--- config.mk ---
export PLATFORM = sky130hd
export DESIGN_NAME = euclidean_distance_2d_3d_unit
export DESIGN_NICKNAME = d
export VERILOG_FILES = /design/src/edd_pkg.sv /design/src/euclidean_distance_2d_3d_unit.sv /design/src/edd_sqrt_pipe.sv
export SDC_FILE = /design/constraint.sdc
export NUM_CORES = 2
export LEC_CHECK = 0
export BUFFER_PORTS_ARGS = -buffer_cell sky130_fd_sc_hd__clkbuf_2
export CAP_MARGIN = 10
export CORE_AREA = 4 4 331 495
export CTS_CLUSTER_DIAMETER = 200
export CTS_CLUSTER_SIZE = 40
export DETAILED_ROUTE_END_ITERATION = 7
export DIE_AREA = 0 0 335 499
export SLEW_MARGIN = 20
export SYNTH_ARGS = -nofsm -noshare
export SYNTH_HDL_FRONTEND = slang
export SYNTH_SLANG_ARGS = --single-unit
export TNS_END_PERCENT = 30
--- constraint.sdc ---
create_clock -name clk -period 9 [get_ports clk]
set_input_delay 0.9 -clock clk [delete_from_list [all_inputs] [get_ports clk]]
set_output_delay 0.9 -clock clk [all_outputs]
set_load 0.05 [all_outputs]
--- src/edd_pkg.sv ---
// Shared constants and width helpers for the Euclidean distance unit.
package edd_pkg;

    // Default coordinate width in bits (signed Q8.8 coordinates).
    localparam int COORD_WIDTH_DEF = 16;

    // The square-root radicand width. A sum of three squares needs 2*cw+2 bits.
    // It is capped at 64 bits, and the sum saturates at that cap.
    function automatic int rad_width(input int cw);
        int full_w;
        full_w = 2 * cw + 2;
        return (full_w > 64) ? 64 : full_w;
    endfunction

endpackage

--- src/euclidean_distance_2d_3d_unit.sv ---
// Throughput: one transaction per cycle unless the output stalls; the differences, the squares
// and the sum take one register stage each, and the floor square root resolves one bit per stage.
// A stall at the output backs up through every full stage in the same cycle.
// Reset clears only the stage valid bits; the data registers are not reset.
// Top level: Euclidean distance of two points in 2D or 3D, floor of the exact root.
module euclidean_distance_2d_3d_unit #(
    parameter int COORD_WIDTH = edd_pkg::COORD_WIDTH_DEF
) (
    input  logic                          clk,
    input  logic                          rst_n,
    input  logic                          in_valid,
    output logic                          in_ready,
    input  logic                          kind,
    input  logic signed [COORD_WIDTH-1:0] ax,
    input  logic signed [COORD_WIDTH-1:0] ay,
    input  logic signed [COORD_WIDTH-1:0] az,
    input  logic signed [COORD_WIDTH-1:0] bx,
    input  logic signed [COORD_WIDTH-1:0] by_coord,
    input  logic signed [COORD_WIDTH-1:0] bz,
    output logic                          out_valid,
    input  logic                          out_ready,
    output logic [COORD_WIDTH:0]          distance
);

    localparam int CW     = COORD_WIDTH;
    localparam int DW     = COORD_WIDTH + 1;
    localparam int SQ_W   = 2 * COORD_WIDTH;
    localparam int SUM_W  = 2 * COORD_WIDTH + 2;
    localparam int RAD_W  = edd_pkg::rad_width(COORD_WIDTH);
    localparam int ROOT_W = RAD_W / 2;

    // Stage 1: difference magnitudes.
    logic signed [CW:0] dx, dy, dz;
    logic [CW-1:0]      magx_next, magy_next, magz_next;
    logic               v1_reg;
    logic [CW-1:0]      magx_reg, magy_reg, magz_reg;
    logic               rdy1;

    // Stage 2: squares.
    logic [SQ_W-1:0]    sqx_next, sqy_next, sqz_next;
    logic               v2_reg;
    logic [SQ_W-1:0]    sqx_reg, sqy_reg, sqz_reg;
    logic               rdy2;

    // Stage 3: sum, saturated to the radicand width.
    logic [SUM_W-1:0]   sum_next;
    logic [RAD_W-1:0]   rad_next;
    logic               v3_reg;
    logic [RAD_W-1:0]   rad_reg;
    logic               rdy3;

    logic               sqrt_ready;
    logic [ROOT_W-1:0]  root;

    always_comb
    begin
        dx = $signed({bx[CW-1], bx}) - $signed({ax[CW-1], ax});
        dy = $signed({by_coord[CW-1], by_coord}) - $signed({ay[CW-1], ay});
        dz = $signed({bz[CW-1], bz}) - $signed({az[CW-1], az});
        magx_next = dx[CW] ? CW'(-dx) : dx[CW-1:0];
        magy_next = dy[CW] ? CW'(-dy) : dy[CW-1:0];
        // In 2D the z term drops out of the sum.
        if (kind)
        begin
            magz_next = dz[CW] ? CW'(-dz) : dz[CW-1:0];
        end
        else
        begin
            magz_next = '0;
        end
    end

    assign rdy1     = !v1_reg || rdy2;
    assign rdy2     = !v2_reg || rdy3;
    assign rdy3     = !v3_reg || sqrt_ready;
    assign in_ready = rdy1;

    always_comb
    begin
        sqx_next = SQ_W'(magx_reg) * SQ_W'(magx_reg);
        sqy_next = SQ_W'(magy_reg) * SQ_W'(magy_reg);
        sqz_next = SQ_W'(magz_reg) * SQ_W'(magz_reg);
        sum_next = SUM_W'(sqx_reg) + SUM_W'(sqy_reg) + SUM_W'(sqz_reg);
    end

    generate
        if (SUM_W > RAD_W)
        begin : g_sat
            assign rad_next = (|sum_next[SUM_W-1:RAD_W]) ? {RAD_W{1'b1}} : sum_next[RAD_W-1:0];
        end
        else
        begin : g_nosat
            assign rad_next = sum_next[RAD_W-1:0];
        end
    endgenerate

    always_ff @(posedge clk or negedge rst_n)
    begin
        if (!rst_n)
        begin
            v1_reg <= 1'b0;
            v2_reg <= 1'b0;
            v3_reg <= 1'b0;
        end
        else
        begin
            if (rdy1)
            begin
                v1_reg <= in_valid;
            end
            if (rdy2)
            begin
                v2_reg <= v1_reg;
            end
            if (rdy3)
            begin
                v3_reg <= v2_reg;
            end
        end
    end

    always_ff @(posedge clk)
    begin
        if (rdy1 && in_valid)
        begin
            magx_reg <= magx_next;
            magy_reg <= magy_next;
            magz_reg <= magz_next;
        end
        if (rdy2 && v1_reg)
        begin
            sqx_reg <= sqx_next;
            sqy_reg <= sqy_next;
            sqz_reg <= sqz_next;
        end
        if (rdy3 && v2_reg)
        begin
            rad_reg <= rad_next;
        end
    end

    edd_sqrt_pipe #(
        .RAD_WIDTH (RAD_W)
    ) u_sqrt (
        .clk         (clk),
        .rst_n       (rst_n),
        .in_valid    (v3_reg),
        .in_ready    (sqrt_ready),
        .in_radicand (rad_reg),
        .out_valid   (out_valid),
        .out_ready   (out_ready),
        .out_root    (root)
    );

    assign distance = DW'(root);

    a_accept_enters: assert property (@(posedge clk) disable iff (!rst_n)
        in_valid && in_ready |=> v1_reg)
        else $error("accepted transaction did not enter the pipeline");

    a_square_hold: assert property (@(posedge clk) disable iff (!rst_n)
        v2_reg && !rdy3 |=> v2_reg && $stable(sqx_reg) && $stable(sqz_reg))
        else $error("stalled square stage changed");

    a_stall_full: assert property (@(posedge clk) disable iff (!rst_n)
        !in_ready |-> v1_reg && v2_reg && v3_reg && out_valid)
        else $error("input stalled while a stage is empty");

endmodule

--- src/edd_sqrt_pipe.sv ---
// Pipelined floor square root that resolves one root bit per register stage.
module edd_sqrt_pipe #(
    parameter int RAD_WIDTH = edd_pkg::rad_width(edd_pkg::COORD_WIDTH_DEF)
) (
    input  logic                   clk,
    input  logic                   rst_n,
    input  logic                   in_valid,
    output logic                   in_ready,
    input  logic [RAD_WIDTH-1:0]   in_radicand,
    output logic                   out_valid,
    input  logic                   out_ready,
    output logic [RAD_WIDTH/2-1:0] out_root
);

    localparam int ROOT_W = RAD_WIDTH / 2;
    localparam int REM_W  = ROOT_W + 2;

    logic                 valid_reg [ROOT_W];
    logic [RAD_WIDTH-1:0] rad_reg   [ROOT_W];
    logic [REM_W-1:0]     rem_reg   [ROOT_W];
    logic [ROOT_W-1:0]    root_reg  [ROOT_W];
    logic [ROOT_W:0]      stage_ready;

    assign stage_ready[ROOT_W] = out_ready;
    assign in_ready            = stage_ready[0];

    genvar k;
    generate
        for (k = 0; k < ROOT_W; k++)
        begin : g_stage
            logic                 v_prev;
            logic [RAD_WIDTH-1:0] rad_prev;
            logic [REM_W-1:0]     rem_prev;
            logic [ROOT_W-1:0]    root_prev;
            logic [REM_W-1:0]     rem_sh;
            logic [REM_W-1:0]     trial;
            logic                 take;
            logic [RAD_WIDTH-1:0] rad_next;
            logic [REM_W-1:0]     rem_next;
            logic [ROOT_W-1:0]    root_next;

            if (k == 0)
            begin : g_first
                assign v_prev    = in_valid;
                assign rad_prev  = in_radicand;
                assign rem_prev  = '0;
                assign root_prev = '0;
            end
            else
            begin : g_next
                assign v_prev    = valid_reg[k-1];
                assign rad_prev  = rad_reg[k-1];
                assign rem_prev  = rem_reg[k-1];
                assign root_prev = root_reg[k-1];
            end

            assign stage_ready[k] = !valid_reg[k] || stage_ready[k+1];

            // Bring down the next two radicand bits and try the next root bit.
            // The remainder never exceeds twice the partial root, so its low
            // ROOT_W bits hold it whole before the shift.
            always_comb
            begin
                rem_sh    = {rem_prev[ROOT_W-1:0], rad_prev[RAD_WIDTH-1 -: 2]};
                trial     = {root_prev, 2'b01};
                take      = (rem_sh >= trial);
                rem_next  = take ? (rem_sh - trial) : rem_sh;
                root_next = {root_prev[ROOT_W-2:0], take};
                rad_next  = {rad_prev[RAD_WIDTH-3:0], 2'b00};
            end

            always_ff @(posedge clk or negedge rst_n)
            begin
                if (!rst_n)
                begin
                    valid_reg[k] <= 1'b0;
                end
                else if (stage_ready[k])
                begin
                    valid_reg[k] <= v_prev;
                end
            end

            always_ff @(posedge clk)
            begin
                if (stage_ready[k] && v_prev)
                begin
                    rad_reg[k]  <= rad_next;
                    rem_reg[k]  <= rem_next;
                    root_reg[k] <= root_next;
                end
            end
        end
    endgenerate

    assign out_valid = valid_reg[ROOT_W-1];
    assign out_root  = root_reg[ROOT_W-1];

    // A finished root leaves a remainder of at most twice the root.
    a_rem_bound: assert property (@(posedge clk) disable iff (!rst_n)
        valid_reg[ROOT_W-1] |-> (rem_reg[ROOT_W-1] <= {1'b0, root_reg[ROOT_W-1], 1'b0}))
        else $error("square root remainder exceeds bound");

    a_first_hold: assert property (@(posedge clk) disable iff (!rst_n)
        valid_reg[0] && !stage_ready[1] |=>
            valid_reg[0] && $stable(root_reg[0]) && $stable(rad_reg[0]))
        else $error("stalled first root stage changed");

    a_full_chain: assert property (@(posedge clk) disable iff (!rst_n)
        !in_ready |-> out_valid && !out_ready)
        else $error("root pipeline stalls with a free slot");

endmodule

==> report_table.html <==
<table>
<tr><th>Metric</th><th>Value</th></tr>
<tr><th colspan="2">Status</th></tr>
<tr><td>Outcome</td><td>completed</td></tr>
<tr><th colspan="2">Route</th></tr>
<tr><td>DRC</td><td>0</td></tr>
<tr><td>Detailed-routing iteration count for the pre-antenna-repair pass</td><td>6</td></tr>
<tr><td>First-iteration detailed-routing DRC count</td><td>1,712</td></tr>
<tr><td>Avg WL per Cell</td><td>16.06 um</td></tr>
<tr><td>Antenna-violating nets left</td><td>0</td></tr>
<tr><td>Final WL</td><td>125,800 um</td></tr>
<tr><td>Via count</td><td>38,880</td></tr>
<tr><td>Post-detailed-route via-to-cell ratio</td><td>about 5.0</td></tr>
<tr><th colspan="2">Worst setup path</th></tr>
<tr><td>Crit path max-delay cell type</td><td>sky130_fd_sc_hd__edfxtp_1</td></tr>
<tr><td>Worst reg2reg setup slack</td><td>1.91 ns</td></tr>
<tr><td>Sort of element at the start of the critical path</td><td>flop</td></tr>
<tr><td>Endpoint of the worst-slack reg-to-reg timing path</td><td>sqx_reg[30]</td></tr>
<tr><td>Most common cell on crit path</td><td>sky130_fd_sc_hd__inv_1</td></tr>
<tr><td>Worst Path Required</td><td>around 9.4 ns</td></tr>
<tr><td>Worst Setup End Kind</td><td>flop</td></tr>
<tr><td>Worst r2r path cells</td><td>24</td></tr>
<tr><td>Kind of cell adding the most delay to the critical path</td><td>adder cells</td></tr>
<tr><td>Buffering stage count on the worst path with inverters included</td><td>7</td></tr>
<tr><td>Kind of critical path</td><td>reg2reg</td></tr>
<tr><td>Arrival time of data at the critical path endpoint</td><td>around 7.5 ns</td></tr>
<tr><td>Biggest fanout along the worst timing path</td><td>12</td></tr>
<tr><td>Critical R2R Launch</td><td>magx_reg[3]</td></tr>
<tr><td>Worst-path cell chain</td><td>inv_1, nor2_1, fa_1, inv_1, fa_1, inv_1, fa_1, inv_1, fa_1, inv_1, fa_1, inv_1, fa_1, inv_1, ha_1, nand3_1, or2_2, o21ai_0, a21oi_1, o31ai_1, a31oi_1, o41ai_1, a21oi_1, xnor2_1</td></tr>
<tr><td>Worst path max stage delay</td><td>0.60 ns</td></tr>
<tr><th colspan="2">STA</th></tr>
<tr><td>Fin. Hold Viols</td><td>0</td></tr>
<tr><td>Pins Over Slew Limit</td><td>0</td></tr>
<tr><td>Slew of the pin with the lowest slew margin</td><td>1.081 ns</td></tr>
<tr><td>Share of the cycle needed by the critical path after routing</td><td>between 70% and 80%</td></tr>
<tr><td>Aggregate negative setup slack</td><td>0 ns</td></tr>
<tr><td>Final clock skew</td><td>roughly 0.055 ns</td></tr>
<tr><td>Setup repair after global routing missed its margin</td><td>no</td></tr>
<tr><td>Maximum achievable frequency</td><td>141.0 MHz</td></tr>
<tr><td>Final number of setup-violating endpoints</td><td>0</td></tr>
<tr><td>Clock period minus worst slack</td><td>7.090 ns</td></tr>
<tr><td>Slew Limit Headroom</td><td>27.96%</td></tr>
<tr><th colspan="2">Layout</th></tr>
<tr><td>Most common cell after layout, fill and taps aside</td><td>sky130_fd_sc_hd__inv_1</td></tr>
<tr><td>Number of filler instances in the final layout</td><td>~15,000</td></tr>
<tr><td>Commonest cells after routing, fill and taps aside</td><td>sky130_fd_sc_hd__inv_1, sky130_fd_sc_hd__edfxtp_1, sky130_fd_sc_hd__ha_1</td></tr>
<tr><td>Final #Nets</td><td>between 6,000 and 7,000</td></tr>
<tr><td>Number of flip-flops under the largest register name</td><td>~270</td></tr>
<tr><td>Share of post-route cells with drive strength above 1</td><td>4.363%</td></tr>
<tr><td>Layout Cell Area excl Fill</td><td>67,090 um2</td></tr>
<tr><td>Syn-to-layout area delta</td><td>5.849%</td></tr>
<tr><th colspan="2">Logic synthesis</th></tr>
<tr><td>Post-synthesis register bit count</td><td>874</td></tr>
<tr><td>Instance count of the mapped netlist</td><td>5,675</td></tr>
<tr><td>Avg Inst Size Synth</td><td>11.17 um2</td></tr>
<tr><td>Synth Area in Compound Gates</td><td>8.595%</td></tr>
<tr><td>Number of enable-type register cells in the synthesized netlist</td><td>~850</td></tr>
<tr><td>Post-synthesis share of cell area spent on and, or, nand and nor gates</td><td>approximately a tenth</td></tr>
<tr><td>Top flip-flop cell by instance count after synthesis</td><td>sky130_fd_sc_hd__edfxtp_1</td></tr>
<tr><td>Multiplexer fraction of the synthesized cell area</td><td>0.4442%</td></tr>
<tr><td>Post-synthesis share of cell area spent on xor and xnor gates</td><td>4.947%</td></tr>
<tr><td>Sequential-to-total area share from yosys stat</td><td>41.25%</td></tr>
<tr><td>Warning count from the yosys run</td><td>0</td></tr>
<tr><td>Dominant combinational cell family by area after synthesis</td><td>adder cells</td></tr>
<tr><td>Cell area after technology mapping</td><td>~63,000 um2</td></tr>
<tr><td>Number of distinct library cells after synthesis</td><td>79</td></tr>
<tr><td>Synthesized-area fraction occupied by adder cells</td><td>a little over a quarter</td></tr>
<tr><td>Number of nets in the synthesized netlist</td><td>6,850</td></tr>
<tr><td>FFs w/ async S/R, synth</td><td>2.288%</td></tr>
<tr><th colspan="2">CTS</th></tr>
<tr><td>Number of buffers inserted by hold repair at cts</td><td>0</td></tr>
<tr><td>Root Buffer</td><td>sky130_fd_sc_hd__clkbuf_16</td></tr>
<tr><td>TritonCTS clock tree</td><td>done</td></tr>
<tr><td>Clock slew seen by the registers of the worst setup and hold paths</td><td>0.14 ns</td></tr>
<tr><td>Clock Latency Late Sink</td><td>0.67 ns</td></tr>
<tr><td>Clk sinks</td><td>874</td></tr>
<tr><td>CTS-repair resized insts</td><td>0</td></tr>
<tr><td>CTS H-tree depth</td><td>1</td></tr>
<tr><td>Longest Clk Path Bufs</td><td>3</td></tr>
<tr><td>Setup fix buffers added after clock tree synthesis</td><td>0</td></tr>
<tr><td>Num CTS Buffers</td><td>25</td></tr>
<tr><th colspan="2">Global route</th></tr>
<tr><td>Number of global-route vias before repair</td><td>roughly 40,000</td></tr>
<tr><td>Antenna violations before repair</td><td>1</td></tr>
<tr><td>Overflow left after global routing</td><td>0</td></tr>
<tr><td>GR Util All Layers</td><td>between 15 and 20%</td></tr>
<tr><td>Maximum number of pins on one net before global-route repair</td><td>65</td></tr>
<tr><td>Global-route wire length before repair</td><td>203,800 um</td></tr>
<tr><th colspan="2">Floorplanning</th></tr>
<tr><td>Die footprint</td><td>167,200 um2</td></tr>
<tr><td>Boundary pin count</td><td>120</td></tr>
<tr><td>Core Area</td><td>159,000 um2</td></tr>
<tr><td>Initial cell density of the core</td><td>39.86%</td></tr>
<tr><td>Height of the die</td><td>around 500 um</td></tr>
<tr><td>Site row count</td><td>~180</td></tr>
<tr><td>Width of the chip</td><td>around 340 um</td></tr>
<tr><th colspan="2">Worst hold path</th></tr>
<tr><td>Worst hold path class</td><td>in2async</td></tr>
<tr><th colspan="2">Place</th></tr>
<tr><td>Number of port buffers</td><td>119</td></tr>
<tr><td>Routability Congestion</td><td>between 0.8 and 0.9</td></tr>
<tr><td>Placed inst area</td><td>about 66,000 um2</td></tr>
<tr><td>Post-detailed-placement half-perimeter wirelength</td><td>around 100,000 um</td></tr>
<tr><th colspan="2">Run</th></tr>
<tr><td>Number of max-cap violations</td><td>0</td></tr>
</table>
## metrics by stage
| stage | hold WS (ns) | util [%] | setup WS, ns | cells |
|---|---|---|---|---|
| final | 0.2311 | 42.19 | 1.910 | 7835 |
| after global placement | 0.4001 | 41.76 | 1.938 | 7797 |
| after detailed placement | 0.4045 | 41.76 | 1.914 | 7797 |
| after floorplan | 0.4003 | - | 2.511 | 5675 |
| after global routing | 0.2236 | 42.19 | 1.407 | 7835 |
| after CTS | 0.1938 | 42.18 | 1.891 | 7834 |
## cells by family after synthesis
group / Yosys count
AOI/OAI and AO/OA: 844
and+or+nand+nor: 1338
xor gates and xnor gates: 358
buffers and inverters: 1162
adders and majority gates: 1074
other: 1
DFF: 874
muxes: 24
## layer usage
layer / track usage (%) / part of all wire [%]
met4: 5.062 / 3.7
met2: 32.40 / 61
met5: 0 / 0
met3: 0.8369 / 1.6
met1: 14.60 / 34
## synth_stat cells (9+ instances only)
cell type / count / share of area [%]
sky130_fd_sc_hd__o21a_1: 70 / 0.83
sky130_fd_sc_hd__xnor2_1: 241 / 3.3
sky130_fd_sc_hd__a21oi_1: 229 / 1.8
sky130_fd_sc_hd__a21boi_0: 27 / 0.32
sky130_fd_sc_hd__or4_1: 23 / 0.27
sky130_fd_sc_hd__and2_1: 174 / 1.7
sky130_fd_sc_hd__nor4_1: 13 / 0.13
sky130_fd_sc_hd__or2_2: 30 / 0.30
sky130_fd_sc_hd__o21bai_1: 27 / 0.32
sky130_fd_sc_hd__o21ai_0: 186 / 1.5
sky130_fd_sc_hd__a2111oi_0: 9 / 0.12
sky130_fd_sc_hd__fa_1: 523 / 17
sky130_fd_sc_hd__o31ai_1: 37 / 0.44
sky130_fd_sc_hd__nand4_1: 33 / 0.33
sky130_fd_sc_hd__inv_1: 1066 / 6.3
sky130_fd_sc_hd__clkbuf_1: 92 / 0.54
sky130_fd_sc_hd__nand2_1: 406 / 2.4
sky130_fd_sc_hd__nand3_1: 59 / 0.47
sky130_fd_sc_hd__xor2_1: 117 / 1.6
sky130_fd_sc_hd__ha_1: 551 / 11
sky130_fd_sc_hd__o41ai_1: 13 / 0.18
sky130_fd_sc_hd__nor2b_1: 59 / 0.58
sky130_fd_sc_hd__mux2_2: 20 / 0.36
sky130_fd_sc_hd__or3_1: 38 / 0.38
sky130_fd_sc_hd__and3_1: 31 / 0.31
sky130_fd_sc_hd__dfrtp_1: 20 / 0.79
sky130_fd_sc_hd__nor3_1: 80 / 0.63
sky130_fd_sc_hd__nand2b_1: 75 / 0.74
sky130_fd_sc_hd__a211oi_1: 26 / 0.31
sky130_fd_sc_hd__edfxtp_1: 854 / 40
sky130_fd_sc_hd__a31oi_1: 22 / 0.22
sky130_fd_sc_hd__a21o_1: 105 / 1.2
sky130_fd_sc_hd__o211ai_1: 10 / 0.12
sky130_fd_sc_hd__a31o_2: 14 / 0.19
sky130_fd_sc_hd__nor2_1: 275 / 1.6
## cell type report
class | count | area [um2] | share of cell area (%)
Sequential cell | 874 | 26150 | 38.97
Timing Repair Buffer | 136 | 723.2 | 1.078
Clock inverter | 2 | 17.52 | 0.02611
Inverter | 1067 | 4005 | 5.970
Antenna cell | 1 | 2.502 | 0.003730
Clock buffer | 35 | 663.1 | 0.9885
Multi-Input combinational cell | 3639 | 32930 | 49.08
Tap cell | 2081 | 2604 | 3.881
## worst max path at each step
stage / cells past startpoint / slack [ns] / endpoint / from
after floorplan: 24 / 2.51 / sqy_reg[28] / magy_reg[1]
after global placement: 24 / 1.94 / sqx_reg[30] / magx_reg[9]
after detailed placement: 24 / 1.91 / sqx_reg[30] / magx_reg[3]
after CTS: 24 / 1.89 / sqx_reg[30] / magx_reg[3]
after global routing: 24 / 1.41 / sqx_reg[30] / magx_reg[2]
final: 24 / 1.91 / sqx_reg[30] / magx_reg[3]
Power is left out: the tool's default activity adds up to more than one toggle a clock period on the data nets, which glitch-free logic cannot reach.
